$ cat config.mk
export PLATFORM = sky130hd
export DESIGN_NAME = encoder_position_velocity
export DESIGN_NICKNAME = d
export VERILOG_FILES = /design/src/epv_pkg.sv /design/src/encoder_position_velocity.sv
export SDC_FILE = /design/constraint.sdc
export NUM_CORES = 2
export LEC_CHECK = 0
export ABC_AREA = 1
export BUFFER_PORTS_ARGS = -buffer_cell sky130_fd_sc_hd__buf_2
export CAP_MARGIN = 20
export CORE_UTILIZATION = 60
export CTS_BUF_LIST = sky130_fd_sc_hd__clkbuf_4 sky130_fd_sc_hd__clkbuf_8 sky130_fd_sc_hd__clkbuf_16
export DETAILED_ROUTE_END_ITERATION = 7
export PLACE_DENSITY = 0.88
export SLEW_MARGIN = 25
export SYNTH_ARGS = -nofsm -noshare
export SYNTH_HDL_FRONTEND = slang
export SYNTH_SLANG_ARGS = --single-unit
$ cat constraint.sdc
create_clock -name clk -period 12.1 [get_ports clk]
set_input_delay 0.605 -clock clk [delete_from_list [all_inputs] [get_ports clk]]
set_output_delay 0.605 -clock clk [all_outputs]
set_load 0.005 [all_outputs]
$ cat src/epv_pkg.sv
`default_nettype none

package epv_pkg;

    // Block sizing
    localparam int CHANNELS  = 3;
    localparam int AVG_DEPTH = 5;

    // Field widths
    localparam int CH_W  = 2;
    localparam int IVL_W = 16;
    localparam int CNT_W = 32;
    localparam int NUM_W = 18;
    localparam int SPD_W = 19;

    // Window sum holds AVG_DEPTH signed speed samples without overflow
    localparam int SUM_W     = SPD_W + $clog2(AVG_DEPTH);
    localparam int SLOT_W    = (AVG_DEPTH > 1) ? $clog2(AVG_DEPTH) : 1;
    localparam int WIN_DEPTH = CHANNELS * AVG_DEPTH;
    localparam int WIN_IDX_W = (WIN_DEPTH > 1) ? $clog2(WIN_DEPTH) : 1;
    localparam int DIV_CNT_W = $clog2(SUM_W + 1);

    // Stream payload widths, rounded up to whole bytes
    localparam int S_TDATA_W = ((CH_W + IVL_W + 1 + 1 + CNT_W + 7) / 8) * 8;
    localparam int M_TDATA_W = ((CH_W + CNT_W + SPD_W + 7) / 8) * 8;

    localparam logic [NUM_W-1:0] NUM_RESET = NUM_W'(224399);
    localparam logic [NUM_W-1:0] SPEED_MAX = NUM_W'(262143);

    typedef enum logic
    {
        OP_CAPTURE = 1'b0,
        OP_LOAD    = 1'b1
    } op_t;

    typedef enum logic [2:0]
    {
        S_IDLE,
        S_APPLY,
        S_SPEED,
        S_WINDOW,
        S_AVG,
        S_DONE
    } state_t;

endpackage

`default_nettype wire

$ cat src/encoder_position_velocity.sv
`default_nettype none

// Three-channel quadrature encoder position and speed tracker. Each input beat
// is either a capture (s_tuser = 0) or a position load (s_tuser = 1) for one
// channel, and produces exactly one output beat with that channel's position
// count and five-sample moving-average speed. Speed is speed_numerator divided
// by the channel's elapsed timer ticks, computed by a bit-serial restoring
// divider that resolves one quotient bit per cycle; the same divider then
// divides the window sum by the window depth. A capture runs both divisions, a
// load only the averaging one, and an item naming a channel outside the range
// neither. The result is offered as the block returns to idle and can accept
// the next beat. One item is in work at a time; the output register lets the
// next item be accepted while the previous result waits. speed_numerator is to
// be written with cfg_wr_en only while the block is idle; the block itself does
// not enforce this.
module encoder_position_velocity
    import epv_pkg::*;
(
    input  wire logic                 clk,
    input  wire logic                 rst_n,

    input  wire logic                 cfg_wr_en,
    input  wire logic [NUM_W-1:0]     cfg_wr_data,     // speed_numerator

    input  wire logic                 s_tvalid,
    output logic                      s_tready,
    // channel[1:0], capture_interval[17:2], level_a[18], level_b[19],
    // load_value[51:20], zero fill above
    input  wire logic [S_TDATA_W-1:0] s_tdata,
    input  wire logic                 s_tuser,         // opcode

    output logic                      m_tvalid,
    input  wire logic                 m_tready,
    // out_channel[1:0], position[33:2], average_speed[52:34], zero fill above
    output logic [M_TDATA_W-1:0]      m_tdata
);

    localparam int IVL_LO  = CH_W;
    localparam int A_BIT   = IVL_LO + IVL_W;
    localparam int B_BIT   = A_BIT + 1;
    localparam int LOAD_LO = B_BIT + 1;

    state_t state_reg;
    state_t state_next;

    // Configuration and stored state
    logic [NUM_W-1:0]        num_reg;
    logic [CNT_W-1:0]        pos_reg     [CHANNELS];
    logic [CNT_W-1:0]        elapsed_reg [CHANNELS];
    logic signed [SPD_W-1:0] win_reg     [WIN_DEPTH];
    logic signed [SUM_W-1:0] sum_reg     [CHANNELS];
    logic [SLOT_W-1:0]       slot_reg    [CHANNELS];

    // Held item
    op_t              op_reg;
    logic [CH_W-1:0]  ch_reg;
    logic [IVL_W-1:0] ivl_reg;
    logic             up_reg;
    logic [CNT_W-1:0] load_reg;

    // Serial divider
    logic [SUM_W-1:0]     div_rem_reg;
    logic [SUM_W-1:0]     div_quo_reg;
    logic [CNT_W-1:0]     div_dvs_reg;
    logic [DIV_CNT_W-1:0] div_cnt_reg;
    logic                 neg_reg;

    logic signed [SPD_W-1:0] avg_reg;
    logic                    m_tvalid_reg;
    logic [M_TDATA_W-1:0]    m_tdata_reg;

    logic                    ch_ok;
    logic                    out_load;
    logic                    div_last;
    logic [IVL_W-1:0]        ivl_eff;
    logic [CNT_W-1:0]        elapsed_add [CHANNELS];
    logic [SUM_W:0]          trial;
    logic                    fits;
    logic [CNT_W-1:0]        diff;
    logic [NUM_W-1:0]        quo_clip;
    logic signed [SPD_W-1:0] spd;
    logic [WIN_IDX_W-1:0]    win_idx;
    logic signed [SUM_W-1:0] sum_new;
    logic signed [SUM_W-1:0] sum_src;
    logic [CNT_W-1:0]        pos_out;

    assign ch_ok    = 32'(ch_reg) < CHANNELS;
    assign div_last = div_cnt_reg == DIV_CNT_W'(SUM_W - 1);
    assign ivl_eff  = (ivl_reg == '0) ? IVL_W'(1) : ivl_reg;

    // Add the interval to every channel's elapsed time, saturating
    always_comb
    begin
        for (int i = 0; i < CHANNELS; i++)
        begin
            logic [CNT_W:0] t;
            t = {1'b0, elapsed_reg[i]} + (CNT_W + 1)'(ivl_eff);
            elapsed_add[i] = t[CNT_W] ? '1 : t[CNT_W-1:0];
        end
    end

    // One restoring division step
    assign trial = {div_rem_reg, div_quo_reg[SUM_W-1]};
    assign fits  = CNT_W'(trial) >= div_dvs_reg;
    assign diff  = CNT_W'(trial) - div_dvs_reg;

    // Clip the speed quotient and apply the count direction
    assign quo_clip = (div_quo_reg > SUM_W'(SPEED_MAX)) ? SPEED_MAX
                                                        : div_quo_reg[NUM_W-1:0];
    assign spd      = up_reg ? SPD_W'(quo_clip) : -SPD_W'(quo_clip);

    // Window slot of the active channel
    always_comb
    begin
        win_idx = '0;
        sum_new = '0;
        if (ch_ok)
        begin
            win_idx = WIN_IDX_W'(32'(ch_reg) * AVG_DEPTH + 32'(slot_reg[ch_reg]));
            sum_new = sum_reg[ch_reg] - SUM_W'(win_reg[win_idx]) + SUM_W'(spd);
        end
    end

    assign sum_src = (state_reg == S_WINDOW) ? sum_new
                                             : (ch_ok ? sum_reg[ch_reg] : '0);
    assign pos_out = ch_ok ? pos_reg[ch_reg] : '0;

    // Next state
    always_comb
    begin
        state_next = state_reg;
        unique case (state_reg)
            S_IDLE:
            begin
                if (s_tvalid)
                    state_next = S_APPLY;
            end
            S_APPLY:
            begin
                priority if (!ch_ok)
                    state_next = S_DONE;
                else if (op_reg == OP_LOAD)
                    state_next = S_AVG;
                else
                    state_next = S_SPEED;
            end
            S_SPEED:
            begin
                if (div_last)
                    state_next = S_WINDOW;
            end
            S_WINDOW:
                state_next = S_AVG;
            S_AVG:
            begin
                if (div_last)
                    state_next = S_DONE;
            end
            S_DONE:
            begin
                if (out_load)
                    state_next = S_IDLE;
            end
            default:
                state_next = S_IDLE;
        endcase
    end

    // Handshake outputs
    always_comb
    begin
        s_tready = state_reg == S_IDLE;
        out_load = (state_reg == S_DONE) && (!m_tvalid_reg || m_tready);
    end

    assign m_tvalid = m_tvalid_reg;
    assign m_tdata  = m_tdata_reg;

    // Advance the sequencer
    always_ff @(posedge clk or negedge rst_n)
    begin
        if (!rst_n)
            state_reg <= S_IDLE;
        else
            state_reg <= state_next;
    end

    // Hold the speed numerator
    always_ff @(posedge clk or negedge rst_n)
    begin
        if (!rst_n)
            num_reg <= NUM_RESET;
        else if (cfg_wr_en)
            num_reg <= cfg_wr_data;
    end

    // Take the item apart on acceptance
    always_ff @(posedge clk)
    begin
        if (s_tvalid && s_tready)
        begin
            op_reg   <= op_t'(s_tuser);
            ch_reg   <= s_tdata[CH_W-1:0];
            ivl_reg  <= s_tdata[A_BIT-1:IVL_LO];
            up_reg   <= s_tdata[A_BIT] == s_tdata[B_BIT];
            load_reg <= s_tdata[LOAD_LO+CNT_W-1:LOAD_LO];
        end
    end

    // Channel state: counts, elapsed times, speed windows
    always_ff @(posedge clk or negedge rst_n)
    begin
        if (!rst_n)
        begin
            for (int i = 0; i < CHANNELS; i++)
            begin
                pos_reg[i]     <= '0;
                elapsed_reg[i] <= '0;
                sum_reg[i]     <= '0;
                slot_reg[i]    <= '0;
            end
            for (int j = 0; j < WIN_DEPTH; j++)
                win_reg[j] <= '0;
        end
        else if (state_reg == S_APPLY && ch_ok)
        begin
            if (op_reg == OP_LOAD)
                pos_reg[ch_reg] <= load_reg;
            else
            begin
                // Age every channel, clear the capturing one
                for (int i = 0; i < CHANNELS; i++)
                    elapsed_reg[i] <= (CH_W'(i) == ch_reg) ? '0 : elapsed_add[i];
                pos_reg[ch_reg] <= up_reg ? pos_reg[ch_reg] + CNT_W'(1)
                                          : pos_reg[ch_reg] - CNT_W'(1);
            end
        end
        else if (state_reg == S_WINDOW)
        begin
            win_reg[win_idx] <= spd;
            sum_reg[ch_reg]  <= sum_new;
            if (slot_reg[ch_reg] == SLOT_W'(AVG_DEPTH - 1))
                slot_reg[ch_reg] <= '0;
            else
                slot_reg[ch_reg] <= slot_reg[ch_reg] + SLOT_W'(1);
        end
    end

    // Serial divider: load operands, then shift one quotient bit per cycle
    always_ff @(posedge clk)
    begin
        unique case (state_reg)
            S_APPLY:
            begin
                div_rem_reg <= '0;
                div_cnt_reg <= '0;
                if (op_reg == OP_LOAD)
                begin
                    neg_reg     <= sum_src[SUM_W-1];
                    div_quo_reg <= sum_src[SUM_W-1] ? -sum_src : sum_src;
                    div_dvs_reg <= CNT_W'(AVG_DEPTH);
                end
                else
                begin
                    div_quo_reg <= SUM_W'(num_reg);
                    div_dvs_reg <= ch_ok ? elapsed_add[ch_reg] : CNT_W'(1);
                end
            end
            S_WINDOW:
            begin
                div_rem_reg <= '0;
                div_cnt_reg <= '0;
                neg_reg     <= sum_src[SUM_W-1];
                div_quo_reg <= sum_src[SUM_W-1] ? -sum_src : sum_src;
                div_dvs_reg <= CNT_W'(AVG_DEPTH);
            end
            S_SPEED, S_AVG:
            begin
                div_rem_reg <= fits ? diff[SUM_W-1:0] : trial[SUM_W-1:0];
                div_quo_reg <= {div_quo_reg[SUM_W-2:0], fits};
                div_cnt_reg <= div_cnt_reg + DIV_CNT_W'(1);
            end
            default:
            begin
            end
        endcase
    end

    // Signed window average, or zero for a channel out of range
    always_ff @(posedge clk)
    begin
        if (state_reg == S_APPLY && !ch_ok)
            avg_reg <= '0;
        else if (state_reg == S_AVG && div_last)
        begin
            if (neg_reg)
                avg_reg <= -SPD_W'({div_quo_reg[SUM_W-2:0], fits});
            else
                avg_reg <= SPD_W'({div_quo_reg[SUM_W-2:0], fits});
        end
    end

    // Output register: drop the beat on acceptance, load the next result
    always_ff @(posedge clk or negedge rst_n)
    begin
        if (!rst_n)
            m_tvalid_reg <= 1'b0;
        else if (out_load)
            m_tvalid_reg <= 1'b1;
        else if (m_tready)
            m_tvalid_reg <= 1'b0;
    end

    always_ff @(posedge clk)
    begin
        if (out_load)
            m_tdata_reg <= M_TDATA_W'({avg_reg, pos_out, ch_reg});
    end

    // No second beat is taken while an item is in work
    a_one_item: assert property (@(posedge clk) disable iff (!rst_n)
        (s_tvalid && s_tready) |=> !s_tready)
        else $error("input beat accepted while an item is in work");

    // Divider remainder always stays below the divisor
    a_rem_bound: assert property (@(posedge clk) disable iff (!rst_n)
        (state_reg == S_SPEED || state_reg == S_AVG)
            |-> (CNT_W'(div_rem_reg) < div_dvs_reg))
        else $error("divider remainder reached the divisor");

    // Capturing channel's elapsed time is cleared before its window update
    a_elapsed_clr: assert property (@(posedge clk) disable iff (!rst_n)
        (state_reg == S_WINDOW && ch_ok) |-> (elapsed_reg[ch_reg] == '0))
        else $error("elapsed time not cleared after capture");

    // A new result appears only out of the result state
    a_out_src: assert property (@(posedge clk) disable iff (!rst_n)
        $rose(m_tvalid) |-> $past(state_reg == S_DONE))
        else $error("output beat raised outside the result state");

endmodule

`default_nettype wire
## Yosys cells after proc, flatten, opt, wreduce, memory -nomap -nowiden

Cells that the tools add are included.
Widths: inputs -> output; s select.

| storage, ports and cells | value |
|---|---|
| register bits after elaboration | 780 |
| input bits | 80 |
| output and inout port bits | 58 |

| cells by class | value |
|---|---|
| bitwise gates (word level) | 7 |
| equality and inequality tests | 15 |
| muxes and demuxes | 65 |
| $mul | 1 |
| order comparisons | 8 |
| reductions and logical operators | 23 |
| add/subtract/negate cells | 14 |

Operator list:

| cell | count |
|---|---|
| $mux 32 | 14 |
| $bwmux 285 | 1 |
| $mux 22 | 9 |
| $bwmux 96 | 2 |
| $bmux 32 s2 | 2 |
| $add 32x16->33 | 3 |
| $mux 96 | 1 |
| $mux 19 | 5 |
| $bmux 19 s4 | 1 |
| $demux 19 s4 | 1 |
| $bwmux 66 | 1 |
| $pmux 22 s3 | 1 |
| $demux 32 s2 | 1 |
| $pmux 32 s2 | 1 |
| $bmux 22 s2 | 1 |
| $demux 22 s2 | 1 |
| $pmux 22 s2 | 1 |
| $add 32x1->32 const B | 1 |
| $ge 23x32->1 | 1 |
| $sub 32x1->32 const B | 1 |
| $mux 3 | 9 |
| $add 22x19->22 | 1 |
| $gt 22x18->1 const B | 1 |
| $neg 22->22 | 1 |
| 48 further kinds | 72 |

## Logic depth before layout (Yosys ltp)

| logic depth | value |
|---|---|
| word-level depth | 17 |
| gate-level depth with buffers | 43 |

## Worst setup path before layout

Ideal clock, no wire load.

| timing path | value |
|---|---|
| path kind | reg2reg |
| from | register ch_reg[0] |
| to | register div_quo_reg[14] (data pin) |
| setup time | 0.259 ns |
| clock period less this slack | 6.322 ns |
| arrival | 6.063 ns |
| path slack | 5.778 ns |
| buffers on the path | 6 |
| stages on the path, launching flop included | 38 |
| cells stage by stage | edfxtp_1 > buf_2 > nor2_2 > buf_2 > buf_2 > buf_2 > a22oi_1 > and2_1 > inv_1 > ha_1 > ha_1 > inv_1 > fa_1 > xor2_1 > xor2_1 > inv_1 > clkbuf_1 > clkbuf_1 > [... 2 more ...] > inv_1 > fa_1 > fa_1 > nand2_1 > nor2_1 > a21oi_1 > ha_1 > nand4_1 > nor3_1 > nand2_1 > nor2_1 > nand2_1 > nand2_1 > nand2_1 > nand2_1 > nand2_1 > nand2_1 > nand3_1 |

| between the ends | value |
|---|---|
| word-level cells in the longest chain between the ends | 17 |
| elaborated cells on any way between the ends | 23 |

RTL lines:

| element | RTL line | source |
|---|---|---|
| from (decl) | encoder_position_velocity.sv:56 | `logic [CH_W-1:0] ch_reg;` |
| from (signal assigned) | encoder_position_velocity.sv:203 | `ch_reg <= s_tdata[CH_W-1:0];` |
| parallel branches: the longest is 12 deep, another holds $sub 22x19->22 | - |  |
| $mux 22 * | encoder_position_velocity.sv:124 | `assign sum_src = (state_reg == S_WINDOW) ? sum_new` |
| $neg 22->22 | encoder_position_velocity.sv:260, encoder_position_velocity.sv:274 |  |
| $mux 22 * | encoder_position_velocity.sv:260, encoder_position_velocity.sv:274 |  |
| $mux 22 | encoder_position_velocity.sv:257 | `if (op_reg == OP_LOAD)` |
| $pmux 22 s3 * | encoder_position_velocity.sv:252 | `unique case (state_reg)` |
| to (signal assigned) | encoder_position_velocity.sv:260 | `div_quo_reg <= sum_src[SUM_W-1] ? -sum_src : sum_src;` |
| to (signal assigned) | encoder_position_velocity.sv:265 | `div_quo_reg <= SUM_W'(num_reg);` |
| to (signal assigned) | encoder_position_velocity.sv:274 | `div_quo_reg <= sum_src[SUM_W-1] ? -sum_src : sum_src;` |
| to (decl) | encoder_position_velocity.sv:63 | `logic [SUM_W-1:0] div_quo_reg;` |

Every way passes the cells marked *. The select of a mux whose other input is x is not followed.
A chain may end at the register's enable or synchronous reset.

## Worst setup path in the final report

| timing path | value |
|---|---|
| from | register ch_reg[1] |
| to | register div_quo_reg[20] (data pin) |

The elaborated chain is that of the path after synthesis.

==> impl_metrics.json <==
{
  "insertion_delay_ps": 650,
  "finalSetupViolations": 0,
  "n_antenna_cell": 0,
  "slew_violations": 0,
  "gr-total-overflow": 0,
  "io_pins": 138,
  "post_route_cells_drive_above_1_share_pct": 8.33,
  "syn-instance-count": 5554,
  "timing_worst_slew_pin_value_ps": 1100,
  "syn2layout_area_growth_pct": 9.53,
  "power_density_nw_per_um2": 263,
  "clockPowerShare_pct": 21.1,
  "met3_usage_pct": 6.32,
  "layout_min_cycle_time_ps": 8730,
  "netlist.area_leader.share_pct": 32.2,
  "syn-cell-area_um2": 43800,
  "chip_height_um": 272,
  "tritoncts": "yes",
  "grt_pass1_wl_um": 201000,
  "route.final.wire_length_um": 127000,
  "route.detailed.drc": 0,
  "viasPerCell": 6.13,
  "drt-wirelength-per-cell_um": 19.4,
  "fin_tns_setup_ps": 0,
  "critical_path_peak_fanout": 37,
  "critPathCaptureType": "flip-flop",
  "yosys_warning_count": 0,
  "cellInternalPower_mw": 6.97,
  "placedInstanceArea_um2": 45100,
  "start_kind": "flip-flop",
  "async_flop_share_pct": 73.6,
  "hpwlAfterDp_um": 83200,
  "portion_of_the_post_synthesis_area_used_by_sequential_elements_pct": 46.5,
  "synth.top_cells.by_area": "dfrtp_1 (32%), edfxtp_1 (13%), nand2_1 (12%), o21ai_0 (9.3%), inv_1 (4.5%)",
  "max_freq_mhz": 115,
  "gr-max-usage-layer": "met2",
  "net-switching-power_mw": 5.65,
  "cts.path.max_buffers": 3,
  "gp_routability_congestion": 0.979,
  "worstHoldPathType": "primary input to flip-flop",
  "cts_root_buf": "clkbuf_16",
  "run_status": "finished clean",
  "antenna_found_initial": 1,
  "report.final.hold_viol_count": 0,
  "grt_pass1_vias": 38900,
  "grt.total_usage_pct": 34.0,
  "worstPathRequired_ps": 12500,
  "fin_hold_ws_ps": 130,
  "vdd_drop_max_mv": 0.246,
  "fp-row-count": 98,
  "synth.distinct_cells": 64,
  "numPortBuffers": 130,
  "synth_ff_type": "dfrtp_1",
  "path_common_cell": "nand2_1",
  "core_area_um2": 71900,
  "groute.layer.met2.usage_pct": 55.0,
  "drt-initial-drc-count": 4453,
  "die_w_um": 272,
  "swShare_pct": 44.8,
  "timing.critical_path.slowest_cell_delay_ps": 790,
  "grt_max_degree": 164,
  "cts-buffers-inserted": 81,
  "relSlewSlack_pct": 24.5,
  "max_reg_flops": 285,
  "cts.clk_slew.worst_paths_ps": 70,
  "initial_utilization_pct": 61.0,
  "timing.critical_path.slowest_stage_cell": "inv_1",
  "die-area_um2": 74100,
  "number_of_flops_mapped_to_enable_cells_by_yosys": 187,
  "met1_usage_grt_pct": 43.0,
  "maxCapViolCount": 0,
  "utilization_pct": 66.8,
  "drt_first_pass_iters": 7,
  "static-leakage-power_nw": 22.3,
  "via_count": 40300,
  "power.sequential.fraction_pct": 30.7,
  "h-tree-depth": 3,
  "fin_nets": 5790,
  "antenna_violating_nets_post_route": 0,
  "comb_power_share_pct": 48.2,
  "post_synth.cell_area_avg_um2": 7.89,
  "finalCritPeriodShare_pct": 72.1,
  "synth.ff_latch_count": 780,
  "cp_data_arrival_time_ps": 9120,
  "finish.instance_area_um2": 48000,
  "skew_ps": 15.9,
  "yosys.area.top_type": "dfrtp_1",
  "cts_num_sinks": 780,
  "worstSetupPathType": "flip-flop to flip-flop",
  "rsz_0062_raised_after_global_routing": "no"
}
## worst max-delay path, delay by kind of cell, from the launching register on
family,cells,cell delay [ps]
flip-flops,1,660
adder cells (fa/ha/maj),5,1590
buffers and inverters,9,2810
XOR/XNOR,2,340
AND/OR/NAND/NOR,17,2060
AO/OA/AOI/OAI,3,970
## cell type report
| type | instances | area (um^2) |
|---|---|---|
| fillers | 5577 | 23900 |
| clock buffers | 114 | 2410 |
| inverters | 551 | 2070 |
| flip-flops and latches | 780 | 20400 |
| repair buffers | 193 | 1170 |
| well taps | 950 | 1190 |
| clock inverters | 36 | 447 |
| multi-input cells | 3941 | 20300 |
## power groups by stage
| stage | Clock [mW] | Sequential, mW | Combinational, mW |
|---|---|---|---|
| 6_report | 2.66 | 3.88 | 6.09 |
| 3_3_place_gp | 0 | 3.87 | 5.71 |
| 4_1_cts | 2.67 | 3.86 | 5.94 |
| 5_1_grt | 2.77 | 3.93 | 6.72 |
| 3_5_place_dp | 0 | 3.89 | 5.86 |
| 2_1_floorplan | 0 | 3.77 | 4.30 |
## placed cells by master, fill, tap and decap left out, types with 9 or more instances in the layout
cell type / netlist / routed
clkinv_2: 0 / 13
nand4_1: 43 / 43
fa_1: 27 / 27
clkbuf_4: 0 / 15
o22ai_1: 30 / 30
buf_2: 26 / 129
xor2_1: 51 / 50
buf_4: 6 / 60
o21ai_0: 818 / 818
a21oi_1: 211 / 211
a21o_1: 16 / 16
nor4_1: 14 / 14
o21a_1: 11 / 11
clkbuf_8: 0 / 16
o211ai_1: 43 / 43
ha_1: 135 / 133
nand2_2: 7 / 10
o21ai_2: 13 / 12
nand3_1: 358 / 358
xnor2_1: 33 / 33
or2_2: 51 / 51
a211oi_1: 14 / 14
nor2_1: 456 / 446
dfstp_2: 11 / 11
clkbuf_16: 0 / 83
nand2_1: 1360 / 1357
a22o_1: 23 / 23
nand3b_1: 9 / 9
inv_1: 530 / 525
nor2_2: 5 / 11
edfxtp_1: 187 / 187
inv_2: 10 / 15
o21ai_1: 29 / 29
o221ai_1: 80 / 80
dfrtp_1: 563 / 563
clkinv_1: 10 / 13
dfxtp_1: 19 / 19
nor3_1: 37 / 37
## per-stage QoR
step | worst slack, ps | cells | power, mW
after floorplan | 5780 | 5556 | 8.07
final | 3370 | 6565 | 12.6
after global routing | 2830 | 6565 | 13.4
after CTS | 3270 | 6564 | 12.5
after detailed placement | 3320 | 6413 | 9.75
after global placement | 3430 | 6413 | 9.58
## metal layers
metal | routed length, um | up-vias
li1 | - | 18500
met3 | 11700 | 494
met2 | 59300 | 2197
met4 | 7040 | 2
met1 | 49200 | 19000
met5 | 11 | -
## cells by family after synthesis
kind of cell,after synthesis,share of synthesized area (%)
DFF,780,46.5
and+or+nand+nor,2357,22.3
adders and majority gates,162,5.09
AOI/OAI and AO/OA,1334,17.1
other,1,0.00856
buffers and inverters,835,7.30
xor gates and xnor gates,84,1.68
muxes,1,0.0257
## repair_timing
action,in CTS,in global routing
hold endpoints to repair,6,0
hold buffers,1,0
resized for setup,0,0
buffers inserted,0,0
## cells in the mapped netlist, drive strengths merged (5+ instances only)
| cell type | n |
|---|---|
| dfrtp | 563 |
| nor3 | 38 |
| a211oi | 14 |
| buf | 52 |
| o211ai | 43 |
| o21bai | 8 |
| edfxtp | 187 |
| a21o | 16 |
| fa | 27 |
| nand4 | 44 |
| ha | 135 |
| clkinv | 10 |
| a22o | 23 |
| clkbuf | 232 |
| a21boi | 9 |
| o21a | 11 |
| or2 | 56 |
| o21ai | 860 |
| a22oi | 7 |
| nor2 | 464 |
| a31oi | 7 |
| xor2 | 51 |
| xnor2 | 33 |
| dfstp | 11 |
| inv | 541 |
| nand3 | 358 |
| dfxtp | 19 |
| o221ai | 80 |
| o22ai | 30 |
| nand3b | 9 |
| nand2 | 1367 |
| nor4 | 15 |
| a21oi | 212 |
| and2 | 5 |
## final timing paths
path / cells past startpoint / endpoint / startpoint / slack [ps]
max in group asynchronous: 6 / pos_reg[51]$_DFFE_PN0P_ / rst_n / 8850
setup reg to reg: 36 / div_quo_reg[20]$_DFFE_PP_ / ch_reg[1]$_DFFE_PP_ / 3370
hold / removal: 1 / ivl_reg[2]$_DFFE_PP_ / s_tdata[4] / 130
min in group asynchronous: 2 / win_reg[141]$_DFFE_PN0P_ / rst_n / 550
setup / recovery: 36 / div_quo_reg[20]$_DFFE_PP_ / ch_reg[1]$_DFFE_PP_ / 3370
hold reg to reg: 0 / m_tdata[36]$_DFFE_PP_ / avg_reg[2]$_SDFFE_PP0P_ / 430
No activity file was read; power rests on OpenSTA's default activity.
